--- config.mk ---
export PLATFORM = sky130hd
export DESIGN_NAME = double_ended_queue
export DESIGN_NICKNAME = d
export VERILOG_FILES = /design/src/design/deq_pkg.sv /design/src/design/double_ended_queue.sv /design/src/design/deq_ram.sv
export SDC_FILE = /design/constraint.sdc
export NUM_CORES = 1
export LEC_CHECK = 0
export CAP_MARGIN = 40
export CORE_MARGIN = 2
export CORE_UTILIZATION = 45
export DETAILED_ROUTE_END_ITERATION = 16
export DONT_BUFFER_PORTS = 1
export PLACE_DENSITY = 0.65
export SLEW_MARGIN = 10
export SYNTH_ARGS = -nofsm -noshare
export SYNTH_HDL_FRONTEND = slang
export SYNTH_SLANG_ARGS = --single-unit
--- constraint.sdc ---
create_clock -name clk_i -period 9.7 [get_ports clk_i]
set_clock_uncertainty 0.2 [all_clocks]
set_input_delay 2.91 -clock clk_i [delete_from_list [all_inputs] [get_ports clk_i]]
set_output_delay 2.91 -clock clk_i [all_outputs]
set_load 0.05 [all_outputs]
--- src/design/deq_pkg.sv ---
// ----------------------------------------------------------------------------
// deq_pkg
// Request and result types, operation codes and status codes of the
// double-ended queue.
// ----------------------------------------------------------------------------
`default_nettype none

package deq_pkg;

  // Operation codes
  localparam logic [2:0] OP_PUSH_FRONT = 3'd0;
  localparam logic [2:0] OP_PUSH_BACK  = 3'd1;
  localparam logic [2:0] OP_POP_FRONT  = 3'd2;
  localparam logic [2:0] OP_POP_BACK   = 3'd3;
  localparam logic [2:0] OP_DUMP       = 3'd4;

  // Result status codes
  localparam logic [1:0] ST_OK    = 2'd0;
  localparam logic [1:0] ST_EMPTY = 2'd1;
  localparam logic [1:0] ST_FULL  = 2'd2;

  localparam int unsigned DATA_W = 32;

  typedef struct packed {
    logic [2:0]               operation;
    logic signed [DATA_W-1:0] value_in;
  } deq_in_t;

  typedef struct packed {
    logic signed [DATA_W-1:0] value_out;
    logic [1:0]               status;
    logic                     last;
  } deq_out_t;

endpackage

`default_nettype wire

--- src/design/double_ended_queue.sv ---
// Push results (ok or full) and error results sit in the output register from the
// cycle after the request is taken; pushes are taken back to back, one a cycle,
// while the output is not stalled. A successful pop does one RAM read and then
// registers the value; a dump reads each value, then waits for a free output.
// Reset clears the front pointer, the entry count and the control state; the
// entry store is not cleared and needs no clearing pass.
// ----------------------------------------------------------------------------
// double_ended_queue
// Bounded double-ended queue of signed 32-bit values in a ring held in a
// synchronous RAM. Supports push/pop at either end and an ordered dump.
// ----------------------------------------------------------------------------
`default_nettype none

module double_ended_queue #(
  parameter int unsigned DEPTH = 16
) (
  input  wire logic             clk_i,
  input  wire logic             rst_ni,
  input  wire logic             in_valid_i,
  output logic                  in_stall_o,
  input  wire deq_pkg::deq_in_t in_data_i,
  output logic                  out_valid_o,
  input  wire logic             out_stall_i,
  output deq_pkg::deq_out_t     out_data_o
);

  localparam int unsigned AW = $clog2(DEPTH);
  localparam int unsigned CW = $clog2(DEPTH + 1);
  localparam logic [AW:0]   DEPTH_A = (AW + 1)'(DEPTH);
  localparam logic [AW-1:0] LAST_A  = AW'(DEPTH - 1);
  localparam logic [CW-1:0] DEPTH_C = CW'(DEPTH);

  // Control states
  localparam logic [1:0] S_IDLE    = 2'd0;
  localparam logic [1:0] S_POP     = 2'd1;
  localparam logic [1:0] S_DUMP_RD = 2'd2;
  localparam logic [1:0] S_DUMP_WT = 2'd3;

  logic [1:0]    state_q, state_d;
  logic [AW-1:0] front_q, front_d;
  logic [CW-1:0] count_q, count_d;
  logic [AW-1:0] dump_idx_q, dump_idx_d;

  logic              out_valid_q, out_valid_d;
  deq_pkg::deq_out_t out_data_q, out_data_d;

  logic                      ram_wr_en;
  logic [AW-1:0]             ram_wr_addr;
  logic                      ram_rd_en;
  logic [AW-1:0]             ram_rd_addr;
  logic [deq_pkg::DATA_W-1:0] ram_rd_data;

  logic out_free;
  logic accept;
  logic is_full;
  logic is_empty;
  logic dump_last;

  // Ring position front + off, wrapped into 0..DEPTH-1
  function automatic logic [AW-1:0] ring_pos(input logic [AW-1:0] front,
                                             input logic [AW-1:0] off);
    logic [AW:0] sum;
    sum = {1'b0, front} + {1'b0, off};
    if (sum >= DEPTH_A) begin
      sum = sum - DEPTH_A;
    end
    return sum[AW-1:0];
  endfunction

  // Output register is free when empty or being taken this cycle
  assign out_free   = !out_valid_q || !out_stall_i;
  assign in_stall_o = !((state_q == S_IDLE) && out_free);
  assign accept     = in_valid_i && !in_stall_o;
  assign is_full    = (count_q == DEPTH_C);
  assign is_empty   = (count_q == '0);
  assign dump_last  = ((CW'(dump_idx_q) + CW'(1)) == count_q);

  // Next-state logic
  always_comb begin
    state_d     = state_q;
    front_d     = front_q;
    count_d     = count_q;
    dump_idx_d  = dump_idx_q;
    out_data_d  = out_data_q;
    out_valid_d = out_valid_q && out_stall_i;
    ram_wr_en   = 1'b0;
    ram_wr_addr = ring_pos(front_q, count_q[AW-1:0]);
    ram_rd_en   = 1'b0;
    ram_rd_addr = front_q;

    unique case (state_q)
      S_IDLE: begin
        if (accept) begin
          unique case (in_data_i.operation) inside
            deq_pkg::OP_PUSH_FRONT, deq_pkg::OP_PUSH_BACK: begin
              out_valid_d          = 1'b1;
              out_data_d.value_out = '0;
              out_data_d.last      = 1'b1;
              if (is_full) begin
                out_data_d.status = deq_pkg::ST_FULL;
              end else begin
                out_data_d.status = deq_pkg::ST_OK;
                ram_wr_en         = 1'b1;
                count_d           = count_q + CW'(1);
                if (in_data_i.operation == deq_pkg::OP_PUSH_FRONT) begin
                  front_d     = ring_pos(front_q, LAST_A);
                  ram_wr_addr = ring_pos(front_q, LAST_A);
                end
              end
            end
            deq_pkg::OP_POP_FRONT, deq_pkg::OP_POP_BACK: begin
              if (is_empty) begin
                out_valid_d          = 1'b1;
                out_data_d.value_out = '0;
                out_data_d.status    = deq_pkg::ST_EMPTY;
                out_data_d.last      = 1'b1;
              end else begin
                ram_rd_en = 1'b1;
                count_d   = count_q - CW'(1);
                state_d   = S_POP;
                if (in_data_i.operation == deq_pkg::OP_POP_FRONT) begin
                  front_d = ring_pos(front_q, AW'(1));
                end else begin
                  ram_rd_addr = ring_pos(front_q, count_q[AW-1:0] - AW'(1));
                end
              end
            end
            deq_pkg::OP_DUMP: begin
              if (is_empty) begin
                out_valid_d          = 1'b1;
                out_data_d.value_out = '0;
                out_data_d.status    = deq_pkg::ST_EMPTY;
                out_data_d.last      = 1'b1;
              end else begin
                dump_idx_d = '0;
                state_d    = S_DUMP_RD;
              end
            end
            default: begin
              // unused codes: no result, no change
            end
          endcase
        end
      end

      // Popped value arrives; output register is known to be free
      S_POP: begin
        out_valid_d          = 1'b1;
        out_data_d.value_out = ram_rd_data;
        out_data_d.status    = deq_pkg::ST_OK;
        out_data_d.last      = 1'b1;
        state_d              = S_IDLE;
      end

      // Walk the ring from front to back
      S_DUMP_RD: begin
        ram_rd_en   = 1'b1;
        ram_rd_addr = ring_pos(front_q, dump_idx_q);
        state_d     = S_DUMP_WT;
      end

      S_DUMP_WT: begin
        if (out_free) begin
          out_valid_d          = 1'b1;
          out_data_d.value_out = ram_rd_data;
          out_data_d.status    = deq_pkg::ST_OK;
          out_data_d.last      = dump_last;
          if (dump_last) begin
            state_d = S_IDLE;
          end else begin
            dump_idx_d = dump_idx_q + AW'(1);
            state_d    = S_DUMP_RD;
          end
        end
      end

      default: begin
        state_d = S_IDLE;
      end
    endcase
  end

  // Control registers
  always_ff @(posedge clk_i or negedge rst_ni) begin
    if (!rst_ni) begin
      state_q     <= S_IDLE;
      front_q     <= '0;
      count_q     <= '0;
      out_valid_q <= 1'b0;
    end else begin
      state_q     <= state_d;
      front_q     <= front_d;
      count_q     <= count_d;
      out_valid_q <= out_valid_d;
    end
  end

  // Payload registers
  always_ff @(posedge clk_i) begin
    dump_idx_q <= dump_idx_d;
    out_data_q <= out_data_d;
  end

  assign out_valid_o = out_valid_q;
  assign out_data_o  = out_data_q;

  // Entry store
  deq_ram #(
    .WIDTH (deq_pkg::DATA_W),
    .DEPTH (DEPTH)
  ) u_store (
    .clk_i     (clk_i),
    .wr_en_i   (ram_wr_en),
    .wr_addr_i (ram_wr_addr),
    .wr_data_i (in_data_i.value_in),
    .rd_en_i   (ram_rd_en),
    .rd_addr_i (ram_rd_addr),
    .rd_data_o (ram_rd_data)
  );

endmodule

`default_nettype wire

--- src/design/deq_ram.sv ---
// ----------------------------------------------------------------------------
// deq_ram
// Simple dual-port RAM: one write port, one read port with registered
// read data. Read data holds while rd_en_i is low.
// ----------------------------------------------------------------------------
`default_nettype none

module deq_ram #(
  parameter int unsigned WIDTH = 32,
  parameter int unsigned DEPTH = 16
) (
  input  wire logic                             clk_i,
  input  wire logic                             wr_en_i,
  input  wire logic [$clog2(DEPTH)-1:0]         wr_addr_i,
  input  wire logic [WIDTH-1:0]                 wr_data_i,
  input  wire logic                             rd_en_i,
  input  wire logic [$clog2(DEPTH)-1:0]         rd_addr_i,
  output logic      [WIDTH-1:0]                 rd_data_o
);

  logic [WIDTH-1:0] mem_q [DEPTH];

  always_ff @(posedge clk_i) begin
    if (wr_en_i) begin
      mem_q[wr_addr_i] <= wr_data_i;
    end
    if (rd_en_i) begin
      rd_data_o <= mem_q[rd_addr_i];
    end
  end

endmodule

`default_nettype wire

# Yosys cells after proc, flatten, opt, wreduce, memory -nomap -nowiden
# Memories as Yosys holds them, arrays and structs flattened. A register that Yosys moved wholly into a read port is not among the register bits.
# Cells that the tools add are included.
# word_totals
reg_bits	51
ramBits	512
output_inout_bits	37
wordCells	130
n_memories	1
# classes
add_sub_neg	15
order_cmp	5
eq_ne	23
mux	57
n_reduce_logical	21
# mem_list
memory	words	width	rd	rd_ports_with_merged_regs	write_ports	line_no	text
u_store.mem_q	16	32	1	1	1	deq_ram.sv:21	logic [WIDTH-1:0] mem_q [DEPTH];
# op_table
operator	count
$mux 35	3
$pmux 35 s3	1
$mux 4	23
$pmux 35 s2	1
$ge 5x5->1 const B	5
$pmux 4 s2	3
$sub 4x1->4 const B	6
$ne 2x2->1 const B	8
$add 4x4->5	3
$reduce_and 5->1	3
$mux 1	12
$mux 2	6
$add 4x1->5 const B	2
$mux 5	2
$pmux 5 s2	1
$ne 3x3->1 const B	3
$pmux 2 s4	1
$reduce_and 7->1	1
$eq 3x2->1 const B	2
$reduce_and 6->1	1
$add 4x4->5 const B	1
$add 5x1->5 const B	1
$eq 5x5->1	1
$eq 5x5->1 const B	1
22 further kinds	30

# Depth between registers and ports, before layout
# depth
ltp_word	9
depth_mapped	14
ltp_nobuf	12

# By module
# A second synthesis with hierarchy kept.
# hier_totals
hier_cells	1090
area_unflattened_um2	23107.2
# modules_own_cells
module	n_inst	cells_per_inst	area_each_um2	seq_area_each_um2
deq_ram	1	838	20155.6	16335.7
double_ended_queue	1	252	2951.6	1471.4

# Worst setup path before layout
# Ideal clock, no wire load.
# synth_path
kind	input to output
start	input out_stall_i
end	output in_stall_o
t_arrival_ns	3.405
t_required_ns	6.590
path_slack_ns	3.185
stages	2
n_path_buf	0
path_cell_list	nand2_1 > nand2_1
# synth_between
elab_chain_cells	4
# synth_rtl
element	line_no	text
start, declared	double_ended_queue.sv:23	input wire logic out_stall_i,
$logic_not 1->1	double_ended_queue.sv:71	assign out_free = !out_valid_q || !out_stall_i;
$logic_or 1x1->1	double_ended_queue.sv:71	
$logic_and 1x1->1	double_ended_queue.sv:72	assign in_stall_o = !((state_q == S_IDLE) && out_free);
$logic_not 1->1	double_ended_queue.sv:72	
end, declared	double_ended_queue.sv:20	output logic in_stall_o,
# Every way passes these cells.

# Worst setup path in the final report
# Same ends and word-level chain as after synthesis.

==> impl_metrics.yaml <==
cts:
  clkSlewWorstSetupHoldPaths_ps: 60
  cts_hold_buf: 0
  clk_latency_ps: 630
  htreeDepth: 2
  cts_sinks: 595
  cts_buffers: 57
  cts_tree: "built"
  clockBufferDepth: 3
  clockRootBuffer: "clkbuf_16"
  cts_setup_buffers: 0
  cts_resized: 0
die:
  die_w_um: 234
  ioPinCount: 76
  die_h_um: 234
  coreArea_um2: 52300
  initial_core_util: 0.453
  core.rowCount: 84
  die_area_um2: 54500
synth:
  yosys_most_used_dff: "edfxtp_1"
  synthXorXnorAreaFrac: 0.00887
  synth_nets: 1703
  async_flop_share: 0.0202
  synthAdderAreaFrac: 0.0124
  synthSimpleGateAreaFrac: 0.0907
  ys_warn_count: 0
  syn_avg_cell_area_um2: 14.4
  ys_ff_latch: 595
  synth_top_family_by_area: "compound AO/OA/AOI/OAI gates"
  yosysUniqueCellTypes: 54
  ys_seq_area_frac: 0.751
  synth_compound_area_frac: 0.110
  netlist_instances: 1643
  synth-edff-count: 583
  synth_mux_area_frac: 0.00280
  netlist_area_um2: 23700
power:
  switchingPower_w: 0.00392
  p_leak_nw: 8.55
  pwr_density_cell_nw_per_um2: 369
  pwr-share-seq: 0.370
  p_int_w: 0.00578
  p_comb_frac: 0.409
  p_clk_frac: 0.221
  finalPower_w: 0.00970
  ir_worst_vdd_mv: 0.423
  p_sw_frac: 0.404
place:
  portBuffers: 0
  dp_slack_ps: 3130
  dpl.hpwl_um: 27500
  dpl-instance-area_um2: 24500
  gp_congestion: 0.792
final_layout:
  post-route-util: 0.502
  layout-drive-gt1-share: 0.0813
  diodes: 0
  fin_nets: 1681
  final_area_um2: 26300
  area_growth_pct: 10.8
flow_run:
  maxCapViolCount: 0
sta:
  maxSlewViolCount: 0
  setup_viol: 0
  slew_headroom: 0.326
  final.min_clock_period_ps: 6570
  fmax_mhz: 152
  hold_viol_final: 0
  tightest_slew_ps: 1010
  rsz0062_at_grt: "false"
  final.setup.tns_ps: 0
  fin_ws_ps: 3130
  fin_crit_sh: 0.677
detailed_routing:
  wl_per_cell_um: 23.0
  vias: 13677
  via_per_inst: 5.82
  drt.antenna.violating_nets: 0
  firstDrtPassIters: 5
  routed_wirelength_um: 53900
  remaining_drc_errors: 0
  first_iter_violations: 1334
run_status:
  outcome: "finished, final reports clean"
grt:
  grt_pass1_wl_um: 80900
  antenna_found_initial: 1
  overflow: 0
  track_usage: 0.198
  grt_max_degree: 210
  first_global_vias: 13600
critical_path:
  crit_required_ps: 6590
  cp_top_family: "simple AND/OR/NAND/NOR gates"
  cp.arrival_ps: 3460
  critPathLaunch: "out_stall_i"
  end_kind: "output port"
  path_buf_inv: 0
  path_cells: "nand2_1 > nand2_1"
  ff2ff_path_depth: 10
  timing.rr.start: "state_q[0]"
  path_max_fanout: 7
  rrSetupSlack_ps: 5220
  crit_path_start_kind: "input port"
  r2r_end: "u_store.mem_q[15][24]"
  slowest_delay_ps: 430
  cp_common_cell: "nand2_1"
  crit_end: "in_stall_o"
  cp.depth: 2
  crit_type: "input port to output port"
  critPathSlowestCell: "nand2_1"
worst_hold_path:
  min_path_type: "flip-flop to flip-flop"
per-stage QoR:
stage / instances / hold WS, ps
floorplan: 1643 / 298
global placement: 2247 / 304
finish: 2348 / 324
detailed placement: 2250 / 310
global route: 2348 / 345
CTS: 2348 / 325
power by group through the flow:
stage / logic, W / registers (W) / clock network (W)
after floorplan: 0.00299 / 0.00358 / 0
after global placement: 0.00384 / 0.00365 / 0
after detailed placement: 0.00396 / 0.00365 / 0
after CTS: 0.00399 / 0.00360 / 0.00219
after global routing: 0.00437 / 0.00362 / 0.00228
final: 0.00397 / 0.00359 / 0.00214
how the worst min path moves through the flow:
stage          slack [ps]                   from  depth (start not counted)             end
6_report              320   u_store.rd_data_o[6]                          1   out_data_o[9]
5_1_grt               350  u_store.rd_data_o[28]                          1  out_data_o[31]
4_1_cts               330  u_store.rd_data_o[24]                          1  out_data_o[27]
3_5_place_dp          310  u_store.rd_data_o[24]                          1  out_data_o[27]
3_3_place_gp          300   u_store.rd_data_o[4]                          1   out_data_o[7]
2_1_floorplan         300             count_q[4]                          1      count_q[4]
synth_stat cells (all sizes together) (12+ instances only):
cell,count,area share
a21oi,137,0.029
a22oi,32,0.010
a32o,63,0.027
a32oi,63,0.023
and2,32,0.0084
buf,44,0.012
clkbuf,68,0.011
dfrtp,12,0.013
edfxtp,583,0.74
ha,17,0.0090
nand2,410,0.065
nor2,33,0.0052
o221ai,32,0.012
xnor2,14,0.0052
registers in the layout, indices dropped and copies added, names as in the netlist:
| signal | flops |
|---|---|
| u_store.rd_data_o | 32 |
| front_q | 4 |
| out_data_o | 35 |
| count_q | 5 |
| u_store.mem_q | 512 |
| out_valid_o | 1 |
| dump_idx_q | 4 |
| state_q | 2 |
logic make-up after synthesis:
group / Yosys count
AO/OA/AOI/OAI: 357
AND/OR/NAND/NOR: 517
multiplexers: 6
buffers and inverters: 123
adder cells (fa/ha/maj): 21
flip-flops: 595
XOR/XNOR: 24
routing by layer:
| metal | up-vias | part of all wire | GRT usage |
|---|---|---|---|
| li1 | 6215 | - | - |
| met1 | 6945 | 0.41 | 0.257 |
| met2 | 446 | 0.49 | 0.339 |
| met3 | 71 | 0.074 | 0.0387 |
| met4 | 0 | 0.021 | 0.0568 |
| met5 | - | 0 | 0 |
placed cells by master (no fill, tap or decap), types with 5 or more instances in the layout:
cell,count
edfxtp_1,583
nand2_1,410
a21oi_1,137
a32o_1,63
a32oi_1,63
clkbuf_16,57
and2_1,32
o221ai_1,32
a22oi_1,32
buf_4,25
nor2_4,18
ha_1,17
nor2_1,15
xnor2_1,14
clkbuf_1,14
inv_1,11
dfrtp_1,11
xor2_1,10
o21ai_0,10
clkinv_1,10
nand3_1,8
nor3_1,7
clkinv_2,6
bufinv_16,5
buf_12,5
area by class of cell:
cell class | instances | area [um2]
flip-flops and latches | 595 | 17800
multi-input cells | 925 | 5480
fillers | 4356 | 26100
well taps | 688 | 861
clock buffers | 71 | 1480
repair buffers | 31 | 315
inverters | 11 | 41.3
clock inverters | 27 | 280
(Power assumes the default switching activity.)
